**src/hdl/cdd_pkg.sv**
```systemverilog
package cdd_pkg;

    // Microprogram counter.
    localparam int UPC_W = 4;
    typedef logic [UPC_W-1:0] upc_t;

    // Datapath operation selected by the control word.
    typedef enum logic [3:0] {
        OP_LOAD,
        OP_MULQ,
        OP_SETQR,
        OP_NORM,
        OP_DAY,
        OP_MONTH,
        OP_YEARS,
        OP_UNDER,
        OP_OUT
    } op_t;

    // Jump condition. When the condition is false the counter holds.
    typedef enum logic [2:0] {
        C_ALWAYS,
        C_ACCEPT,
        C_DISPATCH,
        C_LOOP_END,
        C_OUT_FREE
    } cond_t;

    typedef struct packed {
        op_t   op;
        cond_t cond;
        upc_t  target;
    } uword_t;

    typedef struct packed {
        logic accept;
        logic out_free;
        logic loop_end;
        upc_t disp_target;
    } status_t;

    // Microprogram addresses.
    localparam upc_t UA_IDLE  = 4'd0;
    localparam upc_t UA_MULQ  = 4'd1;
    localparam upc_t UA_SETQR = 4'd2;
    localparam upc_t UA_NORM  = 4'd3;
    localparam upc_t UA_DAY   = 4'd4;
    localparam upc_t UA_MONTH = 4'd5;
    localparam upc_t UA_YEARS = 4'd6;
    localparam upc_t UA_UNDER = 4'd7;
    localparam upc_t UA_OUT   = 4'd8;

    // Mode codes.
    localparam logic [2:0] MODE_DAYS      = 3'd0;
    localparam logic [2:0] MODE_WEEKS     = 3'd1;
    localparam logic [2:0] MODE_MONTHS    = 3'd2;
    localparam logic [2:0] MODE_YEARS     = 3'd3;
    localparam logic [2:0] MODE_DECADES   = 3'd4;
    localparam logic [2:0] MODE_CENTURIES = 3'd5;
    localparam logic [2:0] MODE_MILLENNIA = 3'd6;

    localparam logic [3:0] MON_JAN = 4'd1;
    localparam logic [3:0] MON_FEB = 4'd2;
    localparam logic [3:0] MON_DEC = 4'd12;

    // Year / 100 by reciprocal: floor(y * 5243 / 2^19) is exact for y below 2^14.
    localparam int         RECIP_SHIFT = 19;
    localparam int         P_W         = 27;
    localparam int         Q_W         = 8;
    localparam logic [12:0] RECIP100   = 13'd5243;

    localparam logic [4:0] MONTH_LEN [12] = '{
        5'd31, 5'd28, 5'd31, 5'd30, 5'd31, 5'd30,
        5'd31, 5'd31, 5'd30, 5'd31, 5'd30, 5'd31
    };

    function automatic logic [4:0] days_in(input logic [3:0] m, input logic leap);
        logic [4:0] len;
        if (m < MON_JAN || m > MON_DEC) begin
            len = 5'd31;
        end else if (m == MON_FEB && leap) begin
            len = 5'd29;
        end else begin
            len = MONTH_LEN[m - 4'd1];
        end
        return len;
    endfunction

    // The microprogram.
    function automatic uword_t urom(input upc_t addr);
        uword_t w;
        case (addr)
            UA_IDLE:  w = '{op: OP_LOAD,  cond: C_ACCEPT,   target: UA_MULQ};
            UA_MULQ:  w = '{op: OP_MULQ,  cond: C_ALWAYS,   target: UA_SETQR};
            UA_SETQR: w = '{op: OP_SETQR, cond: C_ALWAYS,   target: UA_NORM};
            UA_NORM:  w = '{op: OP_NORM,  cond: C_DISPATCH, target: UA_IDLE};
            UA_DAY:   w = '{op: OP_DAY,   cond: C_LOOP_END, target: UA_OUT};
            UA_MONTH: w = '{op: OP_MONTH, cond: C_LOOP_END, target: UA_OUT};
            UA_YEARS: w = '{op: OP_YEARS, cond: C_ALWAYS,   target: UA_OUT};
            UA_UNDER: w = '{op: OP_UNDER, cond: C_ALWAYS,   target: UA_OUT};
            UA_OUT:   w = '{op: OP_OUT,   cond: C_OUT_FREE, target: UA_IDLE};
            default:  w = '{op: OP_LOAD,  cond: C_ALWAYS,   target: UA_IDLE};
        endcase
        return w;
    endfunction

endpackage

```
**src/hdl/cdd_seq.sv**
```systemverilog
module cdd_seq (
    input  logic             aclk,
    input  logic             aresetn,
    input  cdd_pkg::status_t stat,
    output cdd_pkg::uword_t  uword
);
    import cdd_pkg::*;

    upc_t upc_reg;
    upc_t upc_next;

    assign uword = urom(upc_reg);

    // A false condition holds the counter on the current step.
    always_comb begin
        case (uword.cond)
            C_ALWAYS:   upc_next = uword.target;
            C_ACCEPT:   upc_next = stat.accept   ? uword.target : upc_reg;
            C_DISPATCH: upc_next = stat.disp_target;
            C_LOOP_END: upc_next = stat.loop_end ? uword.target : upc_reg;
            C_OUT_FREE: upc_next = stat.out_free ? uword.target : upc_reg;
            default:    upc_next = UA_IDLE;
        endcase
    end

    always_ff @(posedge aclk) begin
        if (!aresetn) begin
            upc_reg <= UA_IDLE;
        end else begin
            upc_reg <= upc_next;
        end
    end

endmodule

```
**config.mk**
```make
export PLATFORM = sky130hd
export DESIGN_NAME = cdd_seq
export DESIGN_NICKNAME = d
export VERILOG_FILES = /design/src/hdl/cdd_pkg.sv /design/src/hdl/cdd_seq.sv
export SDC_FILE = /design/constraint.sdc
export NUM_CORES = 1
export LEC_CHECK = 0
export ABC_AREA = 1
export BUFFER_PORTS_ARGS = -buffer_cell sky130_fd_sc_hd__buf_2
export CAP_MARGIN = 10
export CORE_MARGIN = 2
export CORE_UTILIZATION = 45
export CTS_CLUSTER_DIAMETER = 60
export DETAILED_ROUTE_END_ITERATION = 10
export PLACE_DENSITY = 0.72
export SYNTH_ARGS = -nofsm -noshare
export SYNTH_HDL_FRONTEND = slang
export SYNTH_SLANG_ARGS = --single-unit
export TNS_END_PERCENT = 10
```
**constraint.sdc**
```tcl
create_clock -name aclk -period 3.7 [get_ports aclk]
set_clock_uncertainty 0.05 [all_clocks]
set_input_delay 0.185 -clock aclk [delete_from_list [all_inputs] [get_ports aclk]]
set_output_delay 0.185 -clock aclk [all_outputs]
set_load 0.02 [all_outputs]
```
# == After elaboration in Yosys (flattened, before gate mapping) ==
# Memories as Yosys holds them, arrays and structs flattened. A register that Yosys moved wholly into a read port is not among the register bits.
# Cells that the tools add are included.
# word_totals
romBits,160
n_memories,1
in_bits,9
ff_bits,4
wordCells,17
# memory_table
name,words,word_bits,read_ports,rd_ports_with_merged_regs,write_ports,line_no,text
(name not given),16,10,1,1,0,cdd_pkg.sv:92,case (addr)
# classes
n_reduce_logical,2
n_mux,6
eq_ne,7
# op_table
op,n
4-bit two-way mux,5
4-bit case mux with 5 select lines,1
"3-bit by 2-bit == test with 1-bit output, second input constant",2
"2-bit inequality test, second input constant",3
"3-bit by 1-bit == test with 1-bit output, second input constant",1
"3-bit == test, second input constant",1
3-bit zero test,1
3-bit AND reduction,1

# == Longest topological paths before layout ==
# logic_depth
word_depth,5
depth_mapped,10

# == Worst setup path before layout ==
# No wires, ideal clock.
# synth_path
kind,reg-to-reg
from,reg uword[6] (netlist name)
to,reg uword[5] (netlist name)
synth_period_minus_slack_ns,1.412
t_required_ns,3.538
setup_time_ns,0.112
n_path_buf,0
path_stages_with_launch,10
t_arrival_ns,1.250
slack_ns,2.288
path_cell_list,dfxtp_1 inv_2 nor2_2 nor2_4 nand2_4 nand2_2 nand2_2 nand2_4 nand3_2 nand2_1
# synth_via
elab_chain_cells,5
# synth_rtl
element,line_no,text
3-bit by 1-bit == test with 1-bit output (tied with other cells),cdd_seq.sv:16,case (uword.cond)
2-bit inequality test (no line),-,
3-bit AND reduction (no line),-,
4-bit two-way mux (no line) * (2 in a row),-,
# Every way passes the cells marked *; elsewhere a longest branch is shown, timed or not.
# A chain may end at the register's enable or synchronous reset.

# == Worst setup path in the final report ==
# layout_path
from,reg uword[4] (netlist name)
to,reg uword[1] (netlist name)
# layout_via
elab_chain_cells,5
# layout_rtl
element,line_no
3-bit by 1-bit == test with 1-bit output (tied with other cells),cdd_seq.sv:16
2-bit inequality test (no line),-
3-bit AND reduction (no line),-
4-bit two-way mux (no line) * (2 in a row),-
# Marks and branches as above.

==> metrics.txt <==
cell-internal power=0.328 mW; Setup TNS Final=0 ns; worst r2r src=uword[4]$_SDFF_PP0_; DRT Pass-1 Iters=3; max_cap viols=0; IO buf count=18; worst-path fanout max=5; layout cells sized above 1=48.1%; die area=1780 µm²; FP Rows=13; clk slew on worst S/H paths=0.07 ns; Final Instance Area=781 µm²; Hold Crit Start=aresetn; routed len/inst=11.1 µm; HPWL after DPL=1090 µm; Yosys cell types=17; Worst Setup Start Kind=register; Final Routed Wirelength=1320 µm; Hold Buf Count CTS=0; Vias=581; vias in the first global route=536; GR Layer Usage met3=3.02%; FF-to-FF End=uword[1]$_SDFF_PP0_; H-tree levels=1; status=completed; Largest delay share family, worst path=simple AND/OR/NAND/NOR gates; Seq/Total Area, Yosys=36.5%; Worst-Skew Late Latency=0.27 ns; Die H=42.2 µm; Tmin final=1.43 ns; max reg flops=8; crit path launch=uword[4]$_SDFF_PP0_; nets@finish=114; RSZ-0062 raised after global routing=no; grt ovf=0; switching share of total power=44.2%; Avg Cell Area, Syn=7.74 µm²; fmax=700 MHz; largest net degree at the start of global routing=8; clk buf depth=2; r2r worst-path depth=10; ANT cells=0; Top Usage Layer GRT=met2; Sequential Power Share=34.4%; Synth Register Bits=12; area delta synth->final=18.6%; ANT nets after route=0; Root Driver=clkbuf_4; Crit path buffers/inverters=2; via-per-instance ratio=4.88; Slowest-stage cell, CP=dfxtp_1; Tot GR Track Use=16.7%; met1 GRT Util=19.4%; final hold vios=0; initial core utilization=49.3%; synth top area cells=dfxtp_1 (37%), nand2_1 (8.6%), nand3_1 (7.6%), nand2_4 (6.8%), nand2_2 (6.7%); Post-CTS Setup Bufs=0; first-pass GRT wire length=2280 µm; TritonCTS buffer count=3; DRC errors left=0; met2 usage=30.2%; DIE WIDTH=42.2 µm; hold path depth=3; CP Data Required Time=3.86 ns; Slew Limit Fails=0; setup violators final=0; Max stage delay on crit path=0.44 ns; final period utilization=38.6%; Num Clock Sinks=12; R2R setup slack=2.27 ns; CTS tree=done; initial antenna violation count=0; CP endpoint kind=register; Synth Net Count=94; critical path cell sequence=inv_2, nand2_1, nand3_1, nand2_1, inv_2, nand2_2, nand3_2, nand2_2, nand2_1, nor2_2; Hold EP=uword[6]$_SDFF_PP0_; cell count after synthesis=85; Ys Warns=0; Placed Area=744 µm²; Routability Congestion=0.759; Peak VDD IR=0.434 mV; Placed Cells incl. Taps=115; Logic pwr share=48.5%; net switching power=0.260 mW; Netlist Area Pre-Place=658 µm²; WS Path Type=reg -> reg; I/O Pins=20; Core Footprint=1330 µm²; Tot Pwr=0.588 mW; Crit path top cell by count=nand2_1; Iter 0 DRT Violations=4; CP Data Arrival Time=1.59 ns; Clk pwr share=17.1%; Leak=0.430 nW; CTS resizes=0; top-area cell type share of the netlist area=36.5%; Non-Filler Instances=119; pwr dens=753 nW/µm²; cell accounting for the most synthesized area=dfxtp_1; Min-Delay Path Class=in -> reg
[per-stage QoR]
stage | utilization (%) | hold slack [ns] | setup slack [ns]
2_1_floorplan | - | 0.288 | 2.29
3_3_place_gp | 55.8 | 0.517 | 2.31
3_5_place_dp | 55.8 | 0.526 | 2.30
4_1_cts | 58.5 | 0.236 | 2.28
5_1_grt | 58.5 | 0.254 | 2.14
6_report | 58.5 | 0.240 | 2.27
[metal layers]
metal  up-vias  share of wire, %
met1       267                43
li1        302                 -
met3         2               3.4
met5         -                 0
met4         0               1.3
met2        10                53
[cell families after synthesis]
logic type | share of synthesized area [%]
buf+inv | 10.3
compound gates | 1.14
other cells | 0.570
simple gates | 51.5
flops | 36.5
[cells in the final DEF (no fill, tap or decap)]
| cell type | n |
|---|---|
| conb_1 | 1 |
| nor2_2 | 5 |
| nand2_4 | 4 |
| inv_1 | 6 |
| buf_2 | 18 |
| nor2_4 | 1 |
| o21bai_1 | 1 |
| clkbuf_8 | 1 |
| nand2_2 | 7 |
| nor3_2 | 1 |
| nand3_1 | 10 |
| nand3_2 | 3 |
| inv_2 | 6 |
| clkbuf_4 | 3 |
| nor2_1 | 5 |
| dfxtp_1 | 12 |
| nand4_1 | 4 |
| nand3_4 | 1 |
| nand2_1 | 15 |
[worst min-delay path, stage by stage]
cell and delay, ns:
buf_2 0.16, nand2_4 0.12, nor3_2 0.05
[power groups by stage]
stage | clock (mW) | sequential, mW | combinational [mW]
floorplan | 0 | 0.237 | 0.184
global placement | 0 | 0.202 | 0.282
detailed placement | 0 | 0.204 | 0.287
CTS | 0.104 | 0.203 | 0.288
global route | 0.110 | 0.206 | 0.319
finish | 0.100 | 0.202 | 0.285
[synthesized netlist by cell type]
cell type,count
dfxtp_1,12
nand2_4,4
nand3_2,3
inv_1,6
nand3_4,1
nor2_2,5
inv_2,6
nand3_1,10
nand4_1,4
nand2_2,7
conb_1,1
buf_4,3
nand2_1,15
nor3_2,1
o21bai_1,1
nor2_1,5
nor2_4,1
[final cells by class]
cell class / count / area [µm²]
clock buffer: 4 / 36.3
fill: 131 / 553
inverter: 12 / 45.0
multi-input combinational: 58 / 350
sequential: 12 / 240
tap: 15 / 18.8
timing repair buffer: 18 / 90.1
[how the worst max path moves through the flow]
stage | end | cells past startpoint
floorplan | uword[5]$_SDFF_PP0_ | 9
global placement | uword[1]$_SDFF_PP0_ | 9
detailed placement | uword[1]$_SDFF_PP0_ | 9
CTS | uword[1]$_SDFF_PP0_ | 9
global route | uword[1]$_SDFF_PP0_ | 9
finish | uword[1]$_SDFF_PP0_ | 10
No activity file was read; power rests on OpenSTA's default activity.
